`config.mk`:
```
export PLATFORM = sky130hd
export DESIGN_NAME = motif_mismatch_scanner_unit
export DESIGN_NICKNAME = d
export VERILOG_FILES = /design/src/rtl/core/mmss_pkg.sv /design/src/rtl/core/motif_mismatch_scanner_unit.sv /design/src/rtl/core/mmss_cell.sv /design/src/rtl/core/mmss_popcnt.sv
export SDC_FILE = /design/constraint.sdc
export NUM_CORES = 2
export LEC_CHECK = 0
export BUFFER_PORTS_ARGS = -buffer_cell sky130_fd_sc_hd__buf_2
export CORE_AREA = 10 10 253 255
export CTS_CLUSTER_SIZE = 10
export DETAILED_ROUTE_END_ITERATION = 8
export DIE_AREA = 0 0 263 265
export GPL_TIMING_DRIVEN = 0
export MAX_ROUTING_LAYER = met4
export PLACE_DENSITY = 0.89
export SETUP_SLACK_MARGIN = 0.5
export SYNTH_ARGS = -nofsm -noshare
export SYNTH_HDL_FRONTEND = slang
export SYNTH_SLANG_ARGS = --single-unit
```
`constraint.sdc`:
```
create_clock -name i_clk -period 8.5 [get_ports i_clk]
set_clock_uncertainty 0.2 [all_clocks]
set_input_delay 0.425 -clock i_clk [delete_from_list [all_inputs] [get_ports i_clk]]
set_output_delay 0.425 -clock i_clk [all_outputs]
set_load 0.03 [all_outputs]
```
`src/rtl/core/mmss_pkg.sv`:
```
// Shared constants, types and helpers for the motif mismatch scanner.
`timescale 1ns / 1ps
`default_nettype none

package mmss_pkg;

    localparam int MAX_MOTIF  = 32;
    localparam int IDX_W      = $clog2(MAX_MOTIF);
    localparam int LEN_W      = 6;
    localparam int LIMIT_W    = 4;
    localparam int MOTIF_W    = 2 * MAX_MOTIF;
    localparam int MISS_W     = $clog2(MAX_MOTIF + 1);
    localparam int GRP_SIZE   = 8;
    localparam int GRP_NUM    = MAX_MOTIF / GRP_SIZE;
    localparam int GRP_W      = $clog2(GRP_SIZE + 1);
    localparam int COUNT_BITS = 32;
    localparam int OUT_W      = 32;
    localparam int CFG_IDX_W  = 2;

    // Register indexes of the configuration port
    localparam logic [CFG_IDX_W-1:0] CFG_MOTIF_BASES    = 2'd0;
    localparam logic [CFG_IDX_W-1:0] CFG_MOTIF_LEN      = 2'd1;
    localparam logic [CFG_IDX_W-1:0] CFG_MISMATCH_LIMIT = 2'd2;

    // Characters of interest
    localparam logic [7:0] CHAR_HEADER  = 8'h3E;
    localparam logic [7:0] CHAR_NEWLINE = 8'h0A;
    localparam logic [7:0] CHAR_A       = 8'h41;
    localparam logic [7:0] CHAR_C       = 8'h43;
    localparam logic [7:0] CHAR_G       = 8'h47;
    localparam logic [7:0] CHAR_T       = 8'h54;

    localparam logic [1:0] BASE_A = 2'd0;
    localparam logic [1:0] BASE_C = 2'd1;
    localparam logic [1:0] BASE_G = 2'd2;
    localparam logic [1:0] BASE_T = 2'd3;

    typedef enum logic [1:0] {
        ST_IDLE,
        ST_CMP,
        ST_SUM,
        ST_UPD
    } t_state;

    typedef struct packed {
        logic       shift;
        logic       compare;
        logic       active;
        logic [1:0] want;
    } t_cell_ctl;

    function automatic logic [COUNT_BITS-1:0] sat_inc(input logic [COUNT_BITS-1:0] v);
        logic [COUNT_BITS-1:0] r;
        r = (v == {COUNT_BITS{1'b1}}) ? v : v + COUNT_BITS'(1);
        return r;
    endfunction

endpackage

`default_nettype wire

```
`src/rtl/core/motif_mismatch_scanner_unit.sv`:
```
// Top level of the motif mismatch scanner: window cells, counters and handshakes.
`timescale 1ns / 1ps
`default_nettype none

// Scans a nucleotide sequence file one byte per word and returns one result word for
// every input word. A, C, G and T bytes shift into a row of 32 window cells; the
// window is compared with the configured motif and counts as a match when the number
// of mismatching positions is at most the limit. From acceptance to a valid result:
// the accept cycle shifts the cells, the next registers each cell's mismatch flag,
// the next registers four group counts of the mismatch tree, and the last adds them,
// decides the match and updates the counters once the output register is free. A new
// word is taken once the previous one has moved into the output register.
// Headers ('>') and newlines update the line and sequence counters; all counters
// saturate. The user must write configuration only while no word is in flight; the
// block itself does not enforce it.
module motif_mismatch_scanner_unit (
    input  wire logic                                i_clk,
    input  wire logic                                i_rst_n,
    input  wire logic                                i_cfg_wr_en,
    input  wire logic [mmss_pkg::CFG_IDX_W-1:0]      i_cfg_idx,
    input  wire logic [mmss_pkg::MOTIF_W-1:0]        i_cfg_wdata,
    input  wire logic                                i_valid,
    output logic                                     o_stall,
    input  wire logic [7:0]                          i_text_byte,
    output logic                                     o_valid,
    input  wire logic                                i_stall,
    output logic                                     o_matched,
    output logic signed [mmss_pkg::OUT_W-1:0]        o_header_line,
    output logic [mmss_pkg::OUT_W-1:0]               o_match_number,
    output logic [mmss_pkg::OUT_W-1:0]               o_seq_pos,
    output logic [mmss_pkg::LIMIT_W-1:0]             o_mismatches,
    output logic [mmss_pkg::OUT_W-1:0]               o_total_matches,
    output logic [mmss_pkg::OUT_W-1:0]               o_seqs_with_match,
    output logic [mmss_pkg::OUT_W-1:0]               o_seqs_without_match
);

    // Configuration registers
    logic [mmss_pkg::MOTIF_W-1:0] r_motif;
    logic [mmss_pkg::LEN_W-1:0]   r_len;
    logic [mmss_pkg::LIMIT_W-1:0] r_limit;

    always_ff @(posedge i_clk) begin
        if (!i_rst_n) begin
            r_motif <= '0;
            r_len   <= mmss_pkg::LEN_W'(1);
            r_limit <= '0;
        end else if (i_cfg_wr_en) begin
            unique case (i_cfg_idx)
                mmss_pkg::CFG_MOTIF_BASES:    r_motif <= i_cfg_wdata;
                mmss_pkg::CFG_MOTIF_LEN:      r_len   <= i_cfg_wdata[mmss_pkg::LEN_W-1:0];
                mmss_pkg::CFG_MISMATCH_LIMIT: r_limit <= i_cfg_wdata[mmss_pkg::LIMIT_W-1:0];
                default: ;
            endcase
        end
    end

    // Input decode
    logic       w_in_acc;
    logic       w_is_base;
    logic [1:0] w_code;

    always_comb begin
        w_is_base = 1'b1;
        unique case (i_text_byte)
            mmss_pkg::CHAR_A: w_code = mmss_pkg::BASE_A;
            mmss_pkg::CHAR_C: w_code = mmss_pkg::BASE_C;
            mmss_pkg::CHAR_G: w_code = mmss_pkg::BASE_G;
            mmss_pkg::CHAR_T: w_code = mmss_pkg::BASE_T;
            default: begin
                w_code    = mmss_pkg::BASE_A;
                w_is_base = 1'b0;
            end
        endcase
    end

    // Control
    mmss_pkg::t_state r_state;
    mmss_pkg::t_state n_state;
    logic             w_done;
    logic             w_out_free;

    assign w_in_acc   = i_valid && !o_stall;
    assign w_out_free = !o_valid || !i_stall;

    always_ff @(posedge i_clk) begin
        if (!i_rst_n) begin
            r_state <= mmss_pkg::ST_IDLE;
        end else begin
            r_state <= n_state;
        end
    end

    always_comb begin
        n_state = r_state;
        o_stall = 1'b1;
        w_done  = 1'b0;
        unique case (r_state)
            mmss_pkg::ST_IDLE: begin
                o_stall = 1'b0;
                if (i_valid) begin
                    n_state = mmss_pkg::ST_CMP;
                end
            end
            mmss_pkg::ST_CMP: n_state = mmss_pkg::ST_SUM;
            mmss_pkg::ST_SUM: n_state = mmss_pkg::ST_UPD;
            mmss_pkg::ST_UPD: begin
                if (w_out_free) begin
                    w_done  = 1'b1;
                    n_state = mmss_pkg::ST_IDLE;
                end
            end
            default: n_state = mmss_pkg::ST_IDLE;
        endcase
    end

    // Byte class of the word in flight
    logic r_is_base;
    logic r_is_nl;
    logic r_is_hdr;

    always_ff @(posedge i_clk) begin
        if (w_in_acc) begin
            r_is_base <= w_is_base;
            r_is_nl   <= (i_text_byte == mmss_pkg::CHAR_NEWLINE);
            r_is_hdr  <= (i_text_byte == mmss_pkg::CHAR_HEADER);
        end
    end

    // Effective motif length, clamped to 1..MAX_MOTIF
    logic [mmss_pkg::LEN_W-1:0] w_len_eff;

    always_comb begin
        if (r_len == '0) begin
            w_len_eff = mmss_pkg::LEN_W'(1);
        end else if (r_len > mmss_pkg::LEN_W'(mmss_pkg::MAX_MOTIF)) begin
            w_len_eff = mmss_pkg::LEN_W'(mmss_pkg::MAX_MOTIF);
        end else begin
            w_len_eff = r_len;
        end
    end

    // Row of window cells; cell a holds the base that entered a bases before the newest and
    // meets motif base len-1-a.
    mmss_pkg::t_cell_ctl          w_ctl  [mmss_pkg::MAX_MOTIF];
    logic [mmss_pkg::IDX_W-1:0]   w_sel  [mmss_pkg::MAX_MOTIF];
    logic [1:0]                   w_base [mmss_pkg::MAX_MOTIF];
    logic                         w_fill [mmss_pkg::MAX_MOTIF];
    logic [mmss_pkg::MAX_MOTIF-1:0] w_miss;

    always_comb begin
        for (int a = 0; a < mmss_pkg::MAX_MOTIF; a++) begin
            w_sel[a]          = mmss_pkg::IDX_W'(w_len_eff - mmss_pkg::LEN_W'(1)
                                                 - mmss_pkg::LEN_W'(a));
            w_ctl[a].shift    = w_in_acc && w_is_base;
            w_ctl[a].compare  = (r_state == mmss_pkg::ST_CMP);
            w_ctl[a].active   = (mmss_pkg::LEN_W'(a) < w_len_eff);
            w_ctl[a].want     = r_motif[{w_sel[a], 1'b0} +: 2];
        end
    end

    for (genvar a = 0; a < mmss_pkg::MAX_MOTIF; a++) begin : g_cell
        if (a == 0) begin : g_head
            mmss_cell u_cell (
                .i_clk    (i_clk),
                .i_rst_n  (i_rst_n),
                .i_ctl    (w_ctl[a]),
                .i_base   (w_code),
                .i_filled (1'b1),
                .o_base   (w_base[a]),
                .o_filled (w_fill[a]),
                .o_miss   (w_miss[a])
            );
        end else begin : g_body
            mmss_cell u_cell (
                .i_clk    (i_clk),
                .i_rst_n  (i_rst_n),
                .i_ctl    (w_ctl[a]),
                .i_base   (w_base[a-1]),
                .i_filled (w_fill[a-1]),
                .o_base   (w_base[a]),
                .o_filled (w_fill[a]),
                .o_miss   (w_miss[a])
            );
        end
    end

    logic [mmss_pkg::MISS_W-1:0] w_miss_cnt;

    mmss_popcnt u_popcnt (
        .i_clk   (i_clk),
        .i_en    (r_state == mmss_pkg::ST_SUM),
        .i_bits  (w_miss),
        .o_count (w_miss_cnt)
    );

    // Counters
    logic [mmss_pkg::COUNT_BITS-1:0] r_line;
    logic [mmss_pkg::COUNT_BITS-1:0] r_hdr_line;
    logic [mmss_pkg::COUNT_BITS-1:0] r_seq_match;
    logic [mmss_pkg::COUNT_BITS-1:0] r_pos;
    logic [mmss_pkg::COUNT_BITS-1:0] r_total;
    logic [mmss_pkg::COUNT_BITS-1:0] r_pos_seqs;
    logic [mmss_pkg::COUNT_BITS-1:0] r_neg_seqs;
    logic [mmss_pkg::COUNT_BITS-1:0] n_line;
    logic [mmss_pkg::COUNT_BITS-1:0] n_hdr_line;
    logic [mmss_pkg::COUNT_BITS-1:0] n_seq_match;
    logic [mmss_pkg::COUNT_BITS-1:0] n_pos;
    logic [mmss_pkg::COUNT_BITS-1:0] n_total;
    logic [mmss_pkg::COUNT_BITS-1:0] n_pos_seqs;
    logic [mmss_pkg::COUNT_BITS-1:0] n_neg_seqs;
    logic                            w_hit;

    assign w_hit = r_is_base
                && (w_miss_cnt <= mmss_pkg::MISS_W'(r_limit));

    always_comb begin
        n_line      = r_line;
        n_hdr_line  = r_hdr_line;
        n_seq_match = r_seq_match;
        n_pos       = r_pos;
        n_total     = r_total;
        n_pos_seqs  = r_pos_seqs;
        n_neg_seqs  = r_neg_seqs;
        if (r_is_nl) begin
            n_line = mmss_pkg::sat_inc(r_line);
        end
        // A header closes the previous sequence; the very first one closes an
        // empty sequence that never matched.
        if (r_is_hdr) begin
            n_hdr_line  = r_line;
            n_seq_match = '0;
            n_pos       = '0;
            if (r_seq_match == '0) begin
                n_neg_seqs = mmss_pkg::sat_inc(r_neg_seqs);
            end
        end
        if (r_is_base) begin
            n_pos = mmss_pkg::sat_inc(r_pos);
        end
        if (w_hit) begin
            n_seq_match = mmss_pkg::sat_inc(r_seq_match);
            n_total     = mmss_pkg::sat_inc(r_total);
            if (r_seq_match == '0) begin
                n_pos_seqs = mmss_pkg::sat_inc(r_pos_seqs);
            end
        end
    end

    always_ff @(posedge i_clk) begin
        if (!i_rst_n) begin
            r_line      <= mmss_pkg::COUNT_BITS'(1);
            r_hdr_line  <= '1;
            r_seq_match <= '0;
            r_pos       <= '0;
            r_total     <= '0;
            r_pos_seqs  <= '0;
            r_neg_seqs  <= '0;
        end else if (w_done) begin
            r_line      <= n_line;
            r_hdr_line  <= n_hdr_line;
            r_seq_match <= n_seq_match;
            r_pos       <= n_pos;
            r_total     <= n_total;
            r_pos_seqs  <= n_pos_seqs;
            r_neg_seqs  <= n_neg_seqs;
        end
    end

    // Output register
    logic                          r_out_valid;
    logic                          r_out_matched;
    logic [mmss_pkg::OUT_W-1:0]    r_out_hdr;
    logic [mmss_pkg::OUT_W-1:0]    r_out_seq_match;
    logic [mmss_pkg::OUT_W-1:0]    r_out_pos;
    logic [mmss_pkg::LIMIT_W-1:0]  r_out_miss;
    logic [mmss_pkg::OUT_W-1:0]    r_out_total;
    logic [mmss_pkg::OUT_W-1:0]    r_out_pos_seqs;
    logic [mmss_pkg::OUT_W-1:0]    r_out_neg_seqs;

    always_ff @(posedge i_clk) begin
        if (!i_rst_n) begin
            r_out_valid <= 1'b0;
        end else if (w_done) begin
            r_out_valid <= 1'b1;
        end else if (!i_stall) begin
            r_out_valid <= 1'b0;
        end
    end

    always_ff @(posedge i_clk) begin
        if (w_done) begin
            r_out_matched   <= w_hit;
            r_out_hdr       <= n_hdr_line[mmss_pkg::OUT_W-1:0];
            r_out_seq_match <= n_seq_match[mmss_pkg::OUT_W-1:0];
            r_out_pos       <= n_pos[mmss_pkg::OUT_W-1:0];
            r_out_miss      <= w_hit ? w_miss_cnt[mmss_pkg::LIMIT_W-1:0] : '0;
            r_out_total     <= n_total[mmss_pkg::OUT_W-1:0];
            r_out_pos_seqs  <= n_pos_seqs[mmss_pkg::OUT_W-1:0];
            r_out_neg_seqs  <= n_neg_seqs[mmss_pkg::OUT_W-1:0];
        end
    end

    assign o_valid              = r_out_valid;
    assign o_matched            = r_out_matched;
    assign o_header_line        = $signed(r_out_hdr);
    assign o_match_number       = r_out_seq_match;
    assign o_seq_pos            = r_out_pos;
    assign o_mismatches         = r_out_miss;
    assign o_total_matches      = r_out_total;
    assign o_seqs_with_match    = r_out_pos_seqs;
    assign o_seqs_without_match = r_out_neg_seqs;

    // Assertions
    a_busy_after_accept: assert property (@(posedge i_clk) disable iff (!i_rst_n)
        w_in_acc |=> o_stall)
        else $error("input accepted while a word was still in flight");

    a_hit_within_limit: assert property (@(posedge i_clk) disable iff (!i_rst_n)
        (o_valid && o_matched) |-> (o_mismatches <= r_limit))
        else $error("reported match exceeds the mismatch limit");

    a_miss_zero: assert property (@(posedge i_clk) disable iff (!i_rst_n)
        (o_valid && !o_matched) |-> (o_mismatches == '0))
        else $error("mismatch count reported without a match");

    a_valid_from_update: assert property (@(posedge i_clk) disable iff (!i_rst_n)
        $rose(o_valid) |-> $past(r_state == mmss_pkg::ST_UPD))
        else $error("result appeared outside the update step");

endmodule

`default_nettype wire

```
`src/rtl/core/mmss_cell.sv`:
```
// One window slot: holds a base and its filled flag, and flags a mismatch.
`timescale 1ns / 1ps
`default_nettype none

module mmss_cell (
    input  wire logic                i_clk,
    input  wire logic                i_rst_n,
    input  wire mmss_pkg::t_cell_ctl i_ctl,
    input  wire logic [1:0]          i_base,
    input  wire logic                i_filled,
    output logic [1:0]               o_base,
    output logic                     o_filled,
    output logic                     o_miss
);

    logic [1:0] r_base;
    logic       r_filled;
    logic       r_miss;

    always_ff @(posedge i_clk) begin
        if (!i_rst_n) begin
            r_base   <= '0;
            r_filled <= 1'b0;
            r_miss   <= 1'b0;
        end else begin
            if (i_ctl.shift) begin
                r_base   <= i_base;
                r_filled <= i_filled;
            end
            // An empty slot never matches a motif base.
            if (i_ctl.compare) begin
                r_miss <= i_ctl.active && (!r_filled || (r_base != i_ctl.want));
            end
        end
    end

    assign o_base   = r_base;
    assign o_filled = r_filled;
    assign o_miss   = r_miss;

endmodule

`default_nettype wire

```
`src/rtl/core/mmss_popcnt.sv`:
```
// Two-level mismatch counter: registered group counts, then their sum.
`timescale 1ns / 1ps
`default_nettype none

module mmss_popcnt (
    input  wire logic                            i_clk,
    input  wire logic                            i_en,
    input  wire logic [mmss_pkg::MAX_MOTIF-1:0]  i_bits,
    output logic [mmss_pkg::MISS_W-1:0]          o_count
);

    logic [mmss_pkg::GRP_W-1:0] r_grp [mmss_pkg::GRP_NUM];
    logic [mmss_pkg::GRP_W-1:0] n_grp [mmss_pkg::GRP_NUM];

    always_comb begin
        for (int g = 0; g < mmss_pkg::GRP_NUM; g++) begin
            n_grp[g] = '0;
            for (int b = 0; b < mmss_pkg::GRP_SIZE; b++) begin
                n_grp[g] = n_grp[g]
                         + mmss_pkg::GRP_W'(i_bits[g * mmss_pkg::GRP_SIZE + b]);
            end
        end
    end

    always_ff @(posedge i_clk) begin
        if (i_en) begin
            r_grp <= n_grp;
        end
    end

    always_comb begin
        o_count = '0;
        for (int g = 0; g < mmss_pkg::GRP_NUM; g++) begin
            o_count = o_count + mmss_pkg::MISS_W'(r_grp[g]);
        end
    end

endmodule

`default_nettype wire
```
[Yosys cells after proc, flatten, opt, wreduce, memory -nomap -nowiden]
Cells that the tools add are included.
Word-level totals
  flip-flop bits (word level): 645
  latch bits: 0
  bits in writable memories: 0
  memory bits (read-only): 0
  input bits: 79
  output and inout bits: 199
  logic and storage cells: 450
  memories kept: 0
Operators by class
  $add $sub $neg: 69
  $mul: 0
  div/mod/pow operators: 0
  $lt $le $gt $ge: 34
  eq/ne operators: 52
  shifts and indexed selects: 32
  multiplexer cells: 27
  bitwise operators: 1
  reduce and logical (&&, ||, !) cells: 112
Operators with widths (count)
  $shiftx A64 B7 Y2: 32
  $mux W32: 15
  $add A32 B1 Y32 const B: 6
  $eq A32 B32 Y1 const B: 6
  $add A4 B1 Y4: 24
  $lt A5 B6 Y1 const A: 16
  $sub A5 B5 Y5 const B: 16
  $ne A2 B2 Y1: 32
  $lt A4 B6 Y1 const A: 8
  $sub A5 B4 Y5 const B: 8
  $logic_and A1 B1 Y1: 35
  $logic_not A1 Y1: 34
  $logic_or A1 B1 Y1: 33
  $eq A8 B7 Y1 const B: 4
  $logic_not A32 Y1: 1
  $lt A3 B6 Y1 const A: 4
  $sub A5 B3 Y5 const B: 4
  $add A6 B4 Y6: 2
  $lt A1 B6 Y1 const A: 2
  $lt A2 B6 Y1 const A: 2
  $mux W6: 2
  $sub A5 B1 Y5 const B: 2
  $sub A5 B2 Y5 const B: 2
  $add A1 B1 Y2: 4
  19 further kinds: 33

[Longest topological paths before layout]
  depth in word-level cells: 9
  gate-level depth with buffers: 28

[Cells and area by module]
Synthesis repeated with hierarchy kept, for this count alone.
Second synthesis, totals
  cells, all modules: 3851
  area total of the unflattened synthesis: 35500.3 um^2
Modules (own cells, without submodules)
  motif_mismatch_scanner_unit: instances 1, cells each 3202, area an instance 28521.1 um^2
  mmss_cell: instances 32, cells each 16, area an instance 170.2 um^2
  mmss_popcnt: instances 1, cells each 137, area an instance 1534.0 um^2

[Least setup slack after synthesis]
Ideal clock, no wire load.
  kind: register to register
  start point: register r_state[1]
  end point: register r_out_hdr (netlist bit o_header_line[0]) (enable)
  data arrival time: 6.792 ns
  data required time: 7.663 ns
  slack: 0.871 ns
  cell stages (with the launch flop): 7
  cells stage by stage: dfxtp_1 ha_1 nand2_1 inv_1 clkbuf_1 clkbuf_1 buf_1
On the way
  longest elaborated chain between the ends: 2
RTL lines
  start: declaration: line motif_mismatch_scanner_unit.sv:77  | mmss_pkg::t_state r_state;
  start signal: assignment: line motif_mismatch_scanner_unit.sv:87  | r_state <= mmss_pkg::ST_IDLE;
  start signal: assignment: line motif_mismatch_scanner_unit.sv:89  | r_state <= n_state;
  $eq A2 B2 Y1: line motif_mismatch_scanner_unit.sv:97  | unique case (r_state)
  $mux W1: line motif_mismatch_scanner_unit.sv:97
  named net w_done: line motif_mismatch_scanner_unit.sv:79  | logic w_done;
  end signal: assignment: line motif_mismatch_scanner_unit.sv:293  | r_out_hdr <= n_hdr_line[mmss_pkg::OUT_W-1:0];
  end: declaration: line motif_mismatch_scanner_unit.sv:272  | logic [mmss_pkg::OUT_W-1:0] r_out_hdr;
The timed path passes the listed nets, and every way through them passes these cells.
A chain may end at the register's enable or synchronous reset.

[Worst setup path in the final report]
  start point: register r_len[1] (netlist bit)
  end point: register g_cell[18].g_body.u_cell.r_miss
On the way
  longest elaborated chain between the ends: 9
  elaborated cells on any way between the ends: 11
  those cells by class: add/sub (2); order compare (2); eq/ne (1); shift (1); mux (2); reduce/logical (3)
RTL lines
  start: declaration: line motif_mismatch_scanner_unit.sv:39  | logic [mmss_pkg::LEN_W-1:0] r_len;
  start signal: assignment: line motif_mismatch_scanner_unit.sv:45  | r_len <= mmss_pkg::LEN_W'(1);
  start signal: assignment: line motif_mismatch_scanner_unit.sv:50  | mmss_pkg::CFG_MOTIF_LEN: r_len <= i_cfg_wdata[mmss_pkg::LEN_W-1:0];
  $gt A6 B6 Y1: line motif_mismatch_scanner_unit.sv:135  | end else if (r_len > mmss_pkg::LEN_W'(mmss_pkg::MAX_MOTIF)) begin
  $mux W6: line motif_mismatch_scanner_unit.sv:135
  $mux W6 (*): line motif_mismatch_scanner_unit.sv:133  | if (r_len == '0) begin
  $sub A5 B1 Y5: line motif_mismatch_scanner_unit.sv:152  | w_sel[a] = mmss_pkg::IDX_W'(w_len_eff - mmss_pkg::LEN_W'(1)
  $sub A5 B5 Y5: line motif_mismatch_scanner_unit.sv:153  | - mmss_pkg::LEN_W'(a));
  $shiftx A64 B7 Y2: line motif_mismatch_scanner_unit.sv:157  | w_ctl[a].want = r_motif[{w_sel[a], 1'b0} +: 2];
  $ne A2 B2 Y1: line mmss_cell.sv:32  | r_miss <= i_ctl.active && (!r_filled || (r_base != i_ctl.want));
  $logic_or A1 B1 Y1: line mmss_cell.sv:32
  $logic_and A1 B1 Y1 (*): line mmss_cell.sv:32
  end signal: assignment: line mmss_cell.sv:32
  end: declaration: line mmss_cell.sv:18  | logic r_miss;
Mark *: on every way between the ends. The rest lies on a longest branch, timed or not.

==> impl_metrics.ini <==
[run_status]
status = complete, no violations

[timing]
hold_viol = 0
tns_ps = 0
rsz0062_at_grt = no
hold_ws_ps = 71.0
worst_pin_slew_ps = 1330
finalCriticalPeriod_ps = 7660
maxSlewViolCount = 0
fin_ws_ps = 842
timing.final.crit_share = 0.901
max_freq_ghz = 0.131
max-slew-margin-rel = 0.104
setup_viol = 0

[grt]
overflow = 0
grtUsageTotal = 0.358
grt_pass1_vias = 31800
grt_max_degree = 49
grt_pass1_wl_um = 190000
antenna_found_initial = 7

[cells_and_area]
syn_to_final_growth_pct = 16.1
fin_util = 0.689
drive_above_1_share = 0.121
fillers = 4282
postLayoutCellArea_um2 = 40500
fin_nets = 4480
final_common_cell = nand2_1
stdcell_count = 5160
layout_common_cells = nand2_1, dfxtp_1, nor2_1, buf_2, a21oi_1
regArea_um2 = 15100
multiInputGateArea_um2 = 18500

[placed_design]
dp_hpwl_um = 88800
place_area_um2 = 37400
numPortBuffers = 277
dp_slack_ps = -685
place_inst = 4944
gp_congestion = 1.06

[critical_path]
start_kind = flip-flop
cp_max_fo = 11
critical-path-max-stage-delay_ps = 530
crit_path_end_kind = flip-flop
cp.required_ps = 8820
crit_family = buffers and inverters
crit_type = reg2reg
cp_slowest_cell = or4_4
crit_buf_inv = 13
cp.arrival_ps = 7980

[min_path]
min_path_type = in2reg

[clock_network]
cts.sinks = 645
path_clk_slew_ps = 60
worst_skew_pair.late_latency_ps = 660
cts_buffers = 75
clock_path_buffers = 3
htree_num_levels = 3
cts_root_buf = clkbuf_16
cts_tree = done

[synthesis]
avgSynthCellArea_um2 = 8.97
muxShareOfSynthArea = 0.103
synth-async-reset-ratio = 0
yosysWarnings = 0
synth_xor_area_frac = 0.0727
syn_area_um2 = 34900
ys.flop_type = dfxtp_1
synth_seq_cells = 645
synth.distinct_cells = 86
synth_compound_area_frac = 0.119
synthAdderAreaFrac = 0.0302
syn_nets = 4039
synth-edff-count = 216
synth_top_family_by_area = simple AND/OR/NAND/NOR gates
synthSimpleGateAreaFrac = 0.203
yosysSeqAreaShare = 0.432
syn_inst = 3889

[route]
vias_per_cell = 6.44
totalWireLength_um = 126000
dr.first_iter.drc_count = 4414
num_vias = 33200
drtAntennaViolNets = 0
drc = 0
firstDrtPassIters = 7
wl_per_cell_um = 24.4

[power]
p_total_mw = 8.95
irDropWorstVdd_uv = 199
power_density_nw_per_um2 = 221
p_leak_nw = 15.3

[floorplan]
die_y_um = 265
core_um2 = 58800
die_area_um2 = 69700
die_w_um = 263
initial_core_util = 0.594
fp-row-count = 89
ioPinCount = 278

[flow_run]
maxCapViolCount = 0
worst reg2reg max path, cell delays in order, from the launching register on:
cell	delay (ps)
dfxtp_1	310
buf_6	150
or4_4	530
buf_6	160
a21oi_4	140
buf_12	160
inv_4	60
buf_6	150
buf_2	240
clkbuf_1	350
ha_1	380
xnor2_4	250
inv_1	150
clkbuf_2	310
buf_2	350
clkbuf_2	380
ha_1	210
clkbuf_1	210
clkbuf_2	360
mux2i_1	140
a211o_1	310
o21ai_0	420
o211a_1	410
o221ai_1	260
a211oi_2	430
xnor2_1	170
a21boi_0	100
a221o_1	260
cell type report:
class                   instances  share of cell area
diodes                          7            0.000432
plain buffers                 254              0.0248
clock buffers                 117              0.0502
clock inverters                10             0.00565
inverters                      97             0.00904
multi-input cells            2893               0.457
flip-flops and latches        645               0.372
well taps                     773              0.0239
repair buffers                364              0.0568
report_power, final:
group          leakage (nW)  switching [mW]  total, mW  internal, mW
clock                  1.07            1.32       3.02          1.70
combinational          8.76            1.60       2.34         0.738
sequential             5.51           0.145       3.60          3.46
total                  15.3            3.06       8.95          5.89
cell families after synthesis:
group / Yosys count
buffers and inverters: 351
DFF: 645
AOI/OAI and AO/OA: 665
xor gates and xnor gates: 288
adders and majority gates: 71
and+or+nand+nor: 1562
muxes: 307
path summary, 6_finish.rpt:
path                                                  startpoint                          endpoint  slack [ps]  depth (start not counted)
worst max-delay path                                    r_len[1]   g_cell[18].g_body.u_cell.o_miss         840                         27
worst min-delay path                              i_text_byte[7]                         r_is_base          70                          3
worst max register to register                          r_len[1]   g_cell[18].g_body.u_cell.o_miss         840                         27
worst min register to register  g_cell[1].g_body.u_cell.o_filled  g_cell[2].g_body.u_cell.o_filled         250                          2
flip-flops by register name, indices dropped and copies added, names as in the netlist, 2 cells and up:
name	cells
r_pos_seqs	32
g_cell.g_body.u_cell.o_filled	31
r_seq_match	32
r_state	2
r_pos	32
r_motif	64
r_len	6
o_mismatches	4
r_line	32
r_limit	4
g_cell.g_head.u_cell.o_base	2
r_hdr_line	32
o_header_line	32
o_seqs_with_match	32
g_cell.g_body.u_cell.o_base	62
u_popcnt.r_grp	16
o_seqs_without_match	32
o_match_number	32
r_total	32
o_total_matches	32
r_neg_seqs	32
g_cell.g_body.u_cell.o_miss	31
o_seq_pos	32
repair_timing:
item                                    4_1_cts  5_1_grt
gates resized for setup                      12        8
buffers inserted                              3        9
endpoints found under the setup margin       11        8
hold endpoints to repair                     77        0
pin swaps                                     2        2
hold buffers                                 70        0
synth_stat cells, types with 40 or more instances:
library cell / number / area (um2)
edfxtp_1: 216 / 6490
or3_1: 40 / 250
and3_1: 49 / 307
nand4_1: 62 / 388
xnor2_1: 159 / 1390
xor2_1: 127 / 1110
clkbuf_1: 195 / 732
nor3_1: 105 / 526
mux2i_1: 210 / 2100
a21oi_1: 258 / 1290
o21ai_0: 119 / 596
mux2_2: 59 / 664
ha_1: 49 / 613
nand3_1: 177 / 886
nand2_1: 654 / 2450
inv_1: 93 / 349
buf_1: 47 / 176
dfxtp_1: 429 / 8590
nor2_1: 331 / 1240
layer usage:
layer  vias to the layer above  part of all wire  global-route usage
met2                      2355              0.46               0.565
met3                       600              0.11              0.0860
li1                      14600                 -                   -
met1                     15600              0.35               0.405
met5                         -                 0                   -
met4                         0             0.075               0.229
Note: power is estimated with default switching activity, not from simulation.
